[src/rtl/spot_pkg.sv]
`timescale 1ns / 1ps

package spot_pkg;

  // coordinate width; sizes are one bit narrower
  localparam int CB     = 16;
  // doubled centres and doubled edges
  localparam int CTR_W  = CB + 2;
  // centre minus clamped point
  localparam int DIFF_W = CB + 3;
  // magnitude of a distance component
  localparam int MAG_W  = CB + 2;
  localparam int SQ_W   = 2 * MAG_W;
  // radius length in doubled units (sum of two sizes)
  localparam int RAD_W  = CB;
  localparam int RSQ_W  = 2 * RAD_W;
  localparam int SUM_W  = SQ_W + 1;

  typedef enum logic [1:0] {
    PAIR_RR = 2'd0,
    PAIR_CR = 2'd1,
    PAIR_CC = 2'd2
  } pair_class_t;

  // one pair of shapes
  typedef struct packed {
    logic                 a_kind;
    logic signed [CB-1:0] a_x;
    logic signed [CB-1:0] a_y;
    logic [CB-2:0]        a_w;
    logic [CB-2:0]        a_h;
    logic                 b_kind;
    logic signed [CB-1:0] b_x;
    logic signed [CB-1:0] b_y;
    logic [CB-2:0]        b_w;
    logic [CB-2:0]        b_h;
  } in_t;

  // test result
  typedef struct packed {
    logic        overlap;
    logic [1:0]  pair_class;
  } out_t;

  // after shape decode
  typedef struct packed {
    logic                    vld;
    pair_class_t             cls;
    logic                    rr_hit;
    logic signed [CTR_W-1:0] cx;
    logic signed [CTR_W-1:0] cy;
    logic signed [CTR_W-1:0] lo_x;
    logic signed [CTR_W-1:0] hi_x;
    logic signed [CTR_W-1:0] lo_y;
    logic signed [CTR_W-1:0] hi_y;
    logic [RAD_W-1:0]        rlen;
  } s1_t;

  // after clamp
  typedef struct packed {
    logic                    vld;
    pair_class_t             cls;
    logic                    rr_hit;
    logic signed [CTR_W-1:0] cx;
    logic signed [CTR_W-1:0] cy;
    logic signed [CTR_W-1:0] tx;
    logic signed [CTR_W-1:0] ty;
    logic [RAD_W-1:0]        rlen;
  } s2_t;

  // after distance magnitude
  typedef struct packed {
    logic             vld;
    pair_class_t      cls;
    logic             rr_hit;
    logic [MAG_W-1:0] mx;
    logic [MAG_W-1:0] my;
    logic [RAD_W-1:0] rlen;
  } s3_t;

  // after squaring
  typedef struct packed {
    logic             vld;
    pair_class_t      cls;
    logic             rr_hit;
    logic [SQ_W-1:0]  sqx;
    logic [SQ_W-1:0]  sqy;
    logic [RSQ_W-1:0] rsq;
  } s4_t;

endpackage

[src/rtl/spot_front.sv]
`timescale 1ns / 1ps

module spot_front (
  input  logic             clk,
  input  logic             rst,
  input  logic             in_vld,
  input  spot_pkg::in_t    shp,
  output spot_pkg::s2_t    s2
);

  localparam int CB    = spot_pkg::CB;
  localparam int CTR_W = spot_pkg::CTR_W;

  spot_pkg::s1_t s1;
  spot_pkg::s1_t s1_next;
  spot_pkg::s2_t s2_next;

  logic                    is_cc;
  logic                    is_rr;
  logic signed [CB-1:0]    c_x, c_y, r_x, r_y;
  logic [CB-2:0]           c_w, c_h, r_w, r_h;
  logic signed [CTR_W-1:0] r2x_lo, r2x_hi, r2x_mid;
  logic signed [CTR_W-1:0] r2y_lo, r2y_hi, r2y_mid;

  logic signed [CB:0] ax_e, ay_e, bx_e, by_e;
  logic signed [CB:0] aw_e, ah_e, bw_e, bh_e;
  logic signed [CB:0] a_rt, a_bt, b_rt, b_bt;

  logic signed [CTR_W-1:0] p_cx, p_cy, p_lox, p_hix, p_loy, p_hiy;

  // pair classification
  assign is_cc = shp.a_kind & shp.b_kind;
  assign is_rr = ~shp.a_kind & ~shp.b_kind;

  // circle side and rectangle side; A is the circle side when both are circles
  assign c_x = shp.a_kind ? shp.a_x : shp.b_x;
  assign c_y = shp.a_kind ? shp.a_y : shp.b_y;
  assign c_w = shp.a_kind ? shp.a_w : shp.b_w;
  assign c_h = shp.a_kind ? shp.a_h : shp.b_h;
  assign r_x = shp.a_kind ? shp.b_x : shp.a_x;
  assign r_y = shp.a_kind ? shp.b_y : shp.a_y;
  assign r_w = shp.a_kind ? shp.b_w : shp.a_w;
  assign r_h = shp.a_kind ? shp.b_h : shp.a_h;

  // doubled rectangle extents and doubled centre of the other shape
  assign r2x_lo  = {r_x[CB-1], r_x, 1'b0};
  assign r2x_hi  = r2x_lo + {2'b00, r_w, 1'b0};
  assign r2x_mid = r2x_lo + {3'b000, r_w};
  assign r2y_lo  = {r_y[CB-1], r_y, 1'b0};
  assign r2y_hi  = r2y_lo + {2'b00, r_h, 1'b0};
  assign r2y_mid = r2y_lo + {3'b000, r_h};

  // rectangle against rectangle, edges touching count
  assign ax_e = {shp.a_x[CB-1], shp.a_x};
  assign ay_e = {shp.a_y[CB-1], shp.a_y};
  assign bx_e = {shp.b_x[CB-1], shp.b_x};
  assign by_e = {shp.b_y[CB-1], shp.b_y};
  assign aw_e = {2'b00, shp.a_w};
  assign ah_e = {2'b00, shp.a_h};
  assign bw_e = {2'b00, shp.b_w};
  assign bh_e = {2'b00, shp.b_h};
  assign a_rt = ax_e + aw_e;
  assign a_bt = ay_e + ah_e;
  assign b_rt = bx_e + bw_e;
  assign b_bt = by_e + bh_e;

  // stage 1: decode
  always_comb begin
    s1_next.vld    = in_vld;
    if (is_cc) begin
      s1_next.cls = spot_pkg::PAIR_CC;
    end else if (is_rr) begin
      s1_next.cls = spot_pkg::PAIR_RR;
    end else begin
      s1_next.cls = spot_pkg::PAIR_CR;
    end
    s1_next.rr_hit = !((a_bt < by_e) || (ay_e > b_bt) ||
                       (a_rt < bx_e) || (ax_e > b_rt));
    s1_next.cx     = {c_x[CB-1], c_x, 1'b0} + {3'b000, c_w};
    s1_next.cy     = {c_y[CB-1], c_y, 1'b0} + {3'b000, c_h};
    // a second circle clamps to its own centre: both bounds at that point
    s1_next.lo_x   = is_cc ? r2x_mid : r2x_lo;
    s1_next.hi_x   = is_cc ? r2x_mid : r2x_hi;
    s1_next.lo_y   = is_cc ? r2y_mid : r2y_lo;
    s1_next.hi_y   = is_cc ? r2y_mid : r2y_hi;
    s1_next.rlen   = is_cc ? ({1'b0, shp.a_w} + {1'b0, shp.b_w}) : {1'b0, c_w};
  end

  always_ff @(posedge clk) begin
    if (rst) begin
      s1 <= '0;
    end else begin
      s1 <= s1_next;
    end
  end

  // stage 2: clamp the centre into the box
  assign p_cx  = s1.cx;
  assign p_cy  = s1.cy;
  assign p_lox = s1.lo_x;
  assign p_hix = s1.hi_x;
  assign p_loy = s1.lo_y;
  assign p_hiy = s1.hi_y;

  always_comb begin
    s2_next.vld    = s1.vld;
    s2_next.cls    = s1.cls;
    s2_next.rr_hit = s1.rr_hit;
    s2_next.cx     = p_cx;
    s2_next.cy     = p_cy;
    s2_next.tx     = (p_cx < p_lox) ? p_lox : ((p_cx > p_hix) ? p_hix : p_cx);
    s2_next.ty     = (p_cy < p_loy) ? p_loy : ((p_cy > p_hiy) ? p_hiy : p_cy);
    s2_next.rlen   = s1.rlen;
  end

  always_ff @(posedge clk) begin
    if (rst) begin
      s2 <= '0;
    end else begin
      s2 <= s2_next;
    end
  end

endmodule

[src/rtl/spot_square.sv]
`timescale 1ns / 1ps

module spot_square (
  input  logic          clk,
  input  logic          rst,
  input  spot_pkg::s2_t s2,
  output spot_pkg::s4_t s4
);

  localparam int CTR_W  = spot_pkg::CTR_W;
  localparam int DIFF_W = spot_pkg::DIFF_W;
  localparam int MAG_W  = spot_pkg::MAG_W;
  localparam int SQ_W   = spot_pkg::SQ_W;
  localparam int RSQ_W  = spot_pkg::RSQ_W;

  spot_pkg::s3_t s3;
  spot_pkg::s3_t s3_next;
  spot_pkg::s4_t s4_next;

  logic signed [CTR_W-1:0]  cx, cy, tx, ty;
  logic signed [DIFF_W-1:0] dx, dy, ndx, ndy;

  assign cx = s2.cx;
  assign cy = s2.cy;
  assign tx = s2.tx;
  assign ty = s2.ty;

  // stage 3: distance components and their magnitudes
  assign dx  = {cx[CTR_W-1], cx} - {tx[CTR_W-1], tx};
  assign dy  = {cy[CTR_W-1], cy} - {ty[CTR_W-1], ty};
  assign ndx = -dx;
  assign ndy = -dy;

  always_comb begin
    s3_next.vld    = s2.vld;
    s3_next.cls    = s2.cls;
    s3_next.rr_hit = s2.rr_hit;
    s3_next.mx     = dx[DIFF_W-1] ? ndx[MAG_W-1:0] : dx[MAG_W-1:0];
    s3_next.my     = dy[DIFF_W-1] ? ndy[MAG_W-1:0] : dy[MAG_W-1:0];
    s3_next.rlen   = s2.rlen;
  end

  always_ff @(posedge clk) begin
    if (rst) begin
      s3 <= '0;
    end else begin
      s3 <= s3_next;
    end
  end

  // stage 4: squares
  always_comb begin
    s4_next.vld    = s3.vld;
    s4_next.cls    = s3.cls;
    s4_next.rr_hit = s3.rr_hit;
    s4_next.sqx    = SQ_W'(s3.mx) * SQ_W'(s3.mx);
    s4_next.sqy    = SQ_W'(s3.my) * SQ_W'(s3.my);
    s4_next.rsq    = RSQ_W'(s3.rlen) * RSQ_W'(s3.rlen);
  end

  always_ff @(posedge clk) begin
    if (rst) begin
      s4 <= '0;
    end else begin
      s4 <= s4_next;
    end
  end

endmodule

[src/rtl/spot_decide.sv]
`timescale 1ns / 1ps

module spot_decide (
  input  logic           clk,
  input  logic           rst,
  input  spot_pkg::s4_t  s4,
  output logic           done,
  output spot_pkg::out_t result
);

  localparam int SUM_W = spot_pkg::SUM_W;

  logic [SUM_W-1:0] d2;
  logic [SUM_W-1:0] r2;
  logic             hit;
  spot_pkg::out_t   result_next;

  // stage 5: squared distance against squared radius, strict; rect-rect pairs use rr_hit
  assign d2 = {1'b0, s4.sqx} + {1'b0, s4.sqy};
  assign r2 = SUM_W'(s4.rsq);
  assign hit = (s4.cls == spot_pkg::PAIR_RR) ? s4.rr_hit : (d2 < r2);

  always_comb begin
    result_next.overlap    = hit;
    result_next.pair_class = s4.cls;
  end

  always_ff @(posedge clk) begin
    result <= result_next;
    if (rst) begin
      done <= 1'b0;
    end else begin
      done <= s4.vld;
    end
  end

endmodule

[src/rtl/shape_pair_overlap_test_top.sv]
`timescale 1ns / 1ps

// result strobed on done after registers s1, s2, s3, s4 and the result register (one per pipeline stage)
// throughput: one transaction per cycle; busy stays low, the five-stage pipeline never stalls
// results appear for one cycle only, the receiver cannot hold them off
// reset: synchronous, active high; clears the stage valid bits, in-flight transactions are dropped
module shape_pair_overlap_test_top (
  input  logic           clk,
  input  logic           rst,
  input  logic           start,
  output logic           busy,
  input  spot_pkg::in_t  shapes,
  output logic           done,
  output spot_pkg::out_t result
);

  spot_pkg::s2_t s2;
  spot_pkg::s4_t s4;
  logic          accept;

  // every cycle can take a new pair
  assign busy   = 1'b0;
  assign accept = start & ~busy;

  // shape decode and clamp
  spot_front u_front (
    .clk    (clk),
    .rst    (rst),
    .in_vld (accept),
    .shp    (shapes),
    .s2     (s2)
  );

  // distance magnitudes and squares
  spot_square u_square (
    .clk (clk),
    .rst (rst),
    .s2  (s2),
    .s4  (s4)
  );

  // final compare and result register
  spot_decide u_decide (
    .clk    (clk),
    .rst    (rst),
    .s4     (s4),
    .done   (done),
    .result (result)
  );

endmodule

[config.mk]
export PLATFORM = sky130hd
export DESIGN_NAME = shape_pair_overlap_test_top
export DESIGN_NICKNAME = d
export VERILOG_FILES = /design/src/rtl/spot_pkg.sv /design/src/rtl/spot_front.sv /design/src/rtl/spot_square.sv /design/src/rtl/spot_decide.sv /design/src/rtl/shape_pair_overlap_test_top.sv
export SDC_FILE = /design/constraint.sdc
export NUM_CORES = 2
export LEC_CHECK = 0
export ABC_CLOCK_PERIOD_IN_PS = 12200
export BUFFER_PORTS_ARGS = -buffer_cell sky130_fd_sc_hd__buf_2
export CORE_MARGIN = 2
export CORE_UTILIZATION = 60
export CTS_BUF_LIST = sky130_fd_sc_hd__clkbuf_4
export DETAILED_ROUTE_END_ITERATION = 6
export GPL_ROUTABILITY_DRIVEN = 0
export HOLD_SLACK_MARGIN = 0.02
export PLACE_DENSITY = 0.89
export SLEW_MARGIN = 20
export SYNTH_ARGS = -nofsm -noshare
export SYNTH_HDL_FRONTEND = slang
export SYNTH_SLANG_ARGS = --single-unit
[constraint.sdc]
create_clock -name clk -period 12.2 [get_ports clk]
set_clock_uncertainty 0.15 [all_clocks]
set_input_delay 1.83 -clock clk [delete_from_list [all_inputs] [get_ports clk]]
set_output_delay 1.83 -clock clk [all_outputs]
set_load 0.01 [all_outputs]
==> out/qor.yml <==
post_cts_buffers: 0
crit_buf_inv: 4
worstMarginPinSlew_ns: 0.947
grt_setup_unrepaired: "false"
antenna_found_initial: 21
crit_path_end: "u_square.s4[29]"
holdBufCountCts: 0
min_period_ns: 7.98
avgViaCountPerCell: 5.70
num-fill-cells: 6430
drt-total-wl_mm: 123
switching_share_pct: 51.7
synth-xor-area-share_pct: 4.77
die-area_um2: 88600
slowest_stage: "a2111oi_0"
die_w_um: 298
synth_fa_ha_area_share_pct: 41.1
required_ns: 12.81
max_freq_mhz: 125
leakage_nw: 29.1
synthMuxAreaShare_pct: 3.06
cp-startpoint: "u_square.s3[9]"
seq_area_frac_synth_pct: 14.8
synth.avg_cell_area_um2: 8.65
startpoint_type: "flip-flop"
async_reset_ff_share_pct: 0
grt_usage_pct: 28.2
root_buffer: "clkbuf_4"
grt.overflow.total: 0
core-area_um2: 85300
synth_common_cells: "inv_1 (1,167), ha_1 (723), fa_1 (612)"
yosysMostFrequentCell: "inv_1"
synth_area_leaders: "fa_1 (24%), ha_1 (17%), dfxtp_1 (15%)"
worstPathArrival_ns: 8.60
p_switching_mw: 6.78
hold_class: "flip-flop to flip-flop"
power.density_nw_per_um2: 240
critical_path_class: "flip-flop to flip-flop"
setup_tns_ns: 0
synth_top_area_cell: "fa_1"
syn_area_um2: 51800
cp_max_fo: 17
status: "finished, final reports clean"
grt_max_degree: 87
synth_top_family_by_area: "adder cells"
r2r_slack_ns: 4.22
synthFlopType: "dfxtp_1"
cts_buffers: 97
finalMaxSlewViolations: 0
finalHoldViolCount: 0
wl_per_cell_um: 16.9
io_pins: 134
r2r_start: "u_square.s3[9]"
core.rowCount: 107
placed_area_um2: 53400
dr.pass1.iters: 5
grt_pass1_vias: 44100
synth-simple-area-share_pct: 13.9
drive_gt1_share_pct: 7.05
slew-limit-headroom_pct: 35.2
holdWs_ns: 0.193
crit_top_cell: "fa_1"
ys.warnings.count: 0
die_h_um: 298
p_comb_share_pct: 77.0
p_seq_share_pct: 14.3
ant_nets: 0
ir_worst_vdd_v: 0.000494
critPathTopFamily: "adder cells"
area_delta_synth_final_pct: 5.82
fin_crit_sh_pct: 65.5
intPower_mw: 6.34
yosys_register_bits: 383
dp_hpwl_mm: 100
multi_input_area_um2: 39200
drtIter0Drc: 2653
power_mw: 13.1
path_clk_slew_ns: 0.08
grt_first_pass_wirelength_mm: 207
cp_num_cells: 22
synth.distinct_cells: 81
drcViolationCount: 0
synth_cells: 5981
clock_latency_ns: 0.90
synth_edf_count: 0
h-tree-depth: 3
synth_top_area_share_pct: 23.7
p_clk_share_pct: 8.6
ctsResizeCount: 0
portBuffers: 132
worstPathCellList: "and2_1 -> inv_1 -> fa_1 -> inv_1 -> fa_1 -> inv_1 -> fa_1 -> inv_1 -> fa_1 -> fa_1 -> fa_1 -> ha_1 -> a21o_1 -> a21oi_1 -> nor2_1 -> o311a_1 -> a2111oi_0 -> nor3_1 -> a2111oi_0 -> o21bai_1 -> o31ai_1 -> mux2_2"
vias: 41800
initial_core_util_pct: 60.7
synth_nets: 7445
max_stage_delay_ns: 0.81
endpoint_kind: "flip-flop"
regArea_um2: 7670
cts.path.max_buffers: 3
setup_viol: 0
clock_sinks: 383
reg2reg_depth: 22
design_area_um2: 54800
synth_compound_area_share_pct: 12.7
timing.rr.end: "u_square.s4[29]"
max-cap-violations: 0
cts_tree: "yes"
nets: 7542
-- worst min path at each step --
| stage | startpoint | to | slack [ns] | cells past startpoint |
|---|---|---|---|---|
| after floorplan | u_square.s4[106] | u_decide.result[1] | 0.18 | 0 |
| after global placement | u_square.s4[106] | u_decide.result[1] | 0.19 | 0 |
| after detailed placement | u_square.s4[105] | u_decide.result[0] | 0.20 | 0 |
| after CTS | u_square.s4[105] | u_decide.result[0] | 0.20 | 0 |
| after global routing | u_square.s4[105] | u_decide.result[0] | 0.21 | 0 |
| final | u_square.s4[105] | u_decide.result[0] | 0.19 | 0 |
-- metal layers --
metal	GRT usage, %	share of wire [%]	up-vias
met4	18.4	7.1	0
met3	4.31	6.2	491
met1	31.8	38	20000
li1	-	-	19700
met5	0	0	-
met2	49.6	49	1571
-- power groups by stage --
stage               logic, mW  clock network (mW)  registers, mW
finish                   10.1                1.13           1.88
CTS                      10.0                1.15           1.87
detailed placement       9.97                   0           1.89
global placement         9.45                   0           1.87
global route             11.5                1.22           1.91
floorplan                7.80                   0           1.66
-- registers in the layout (all words and copies together) (netlist names) --
| name | cells |
|---|---|
| u_decide.done | 1 |
| u_decide.result | 3 |
| u_front.p_cx | 18 |
| u_front.p_cy | 18 |
| u_front.p_hix | 18 |
| u_front.p_hiy | 18 |
| u_front.p_lox | 17 |
| u_front.p_loy | 17 |
| u_front.s1 | 20 |
| u_front.s2 | 92 |
| u_square.s3 | 56 |
| u_square.s4 | 105 |
-- layout by cell type, fill, tap and decap left out, types with 39 or more instances in the layout --
master and count:
nand2_1 477, nor3_1 90, nor2_1 310, and3_1 41, xor2_1 105, a21o_1 156
mux2i_1 56, clkbuf_4 132, a21oi_1 267, nor2b_1 145, xnor2_1 177, o21bai_1 42
or3_1 49, o21a_1 57, a211oi_1 42, fa_1 612, o21ai_0 244, mux2_2 88
ha_1 723, nand2b_1 39, buf_2 130, inv_1 1166, and2_1 165, dfxtp_1 383
nand3_1 65
-- layout make-up --
class | instances | area share (%)
Multi-Input combinational cell | 4276 | 71.5
Sequential cell | 383 | 14.0
Inverter | 1169 | 8.01
Tap cell | 1144 | 2.61
Clock buffer | 132 | 1.81
Timing Repair Buffer | 151 | 1.50
Clock inverter | 45 | 0.484
Antenna cell | 21 | 0.0959
-- logic make-up after synthesis --
group,Yosys count
compound gates,1030
xor+xnor,282
fa+ha+maj,1335
buf+inv,1322
flops,383
mux,146
other cells,1
simple gates,1482
-- per-stage QoR --
stage	utilization, %	worst slack (ns)	cells
after floorplan	-	5.12	5981
after global routing	64.2	3.85	7321
final	64.2	4.22	7321
after CTS	64.1	4.29	7299
after global placement	62.7	4.68	7122
after detailed placement	62.7	4.37	7122
(Power assumes the default switching activity.)
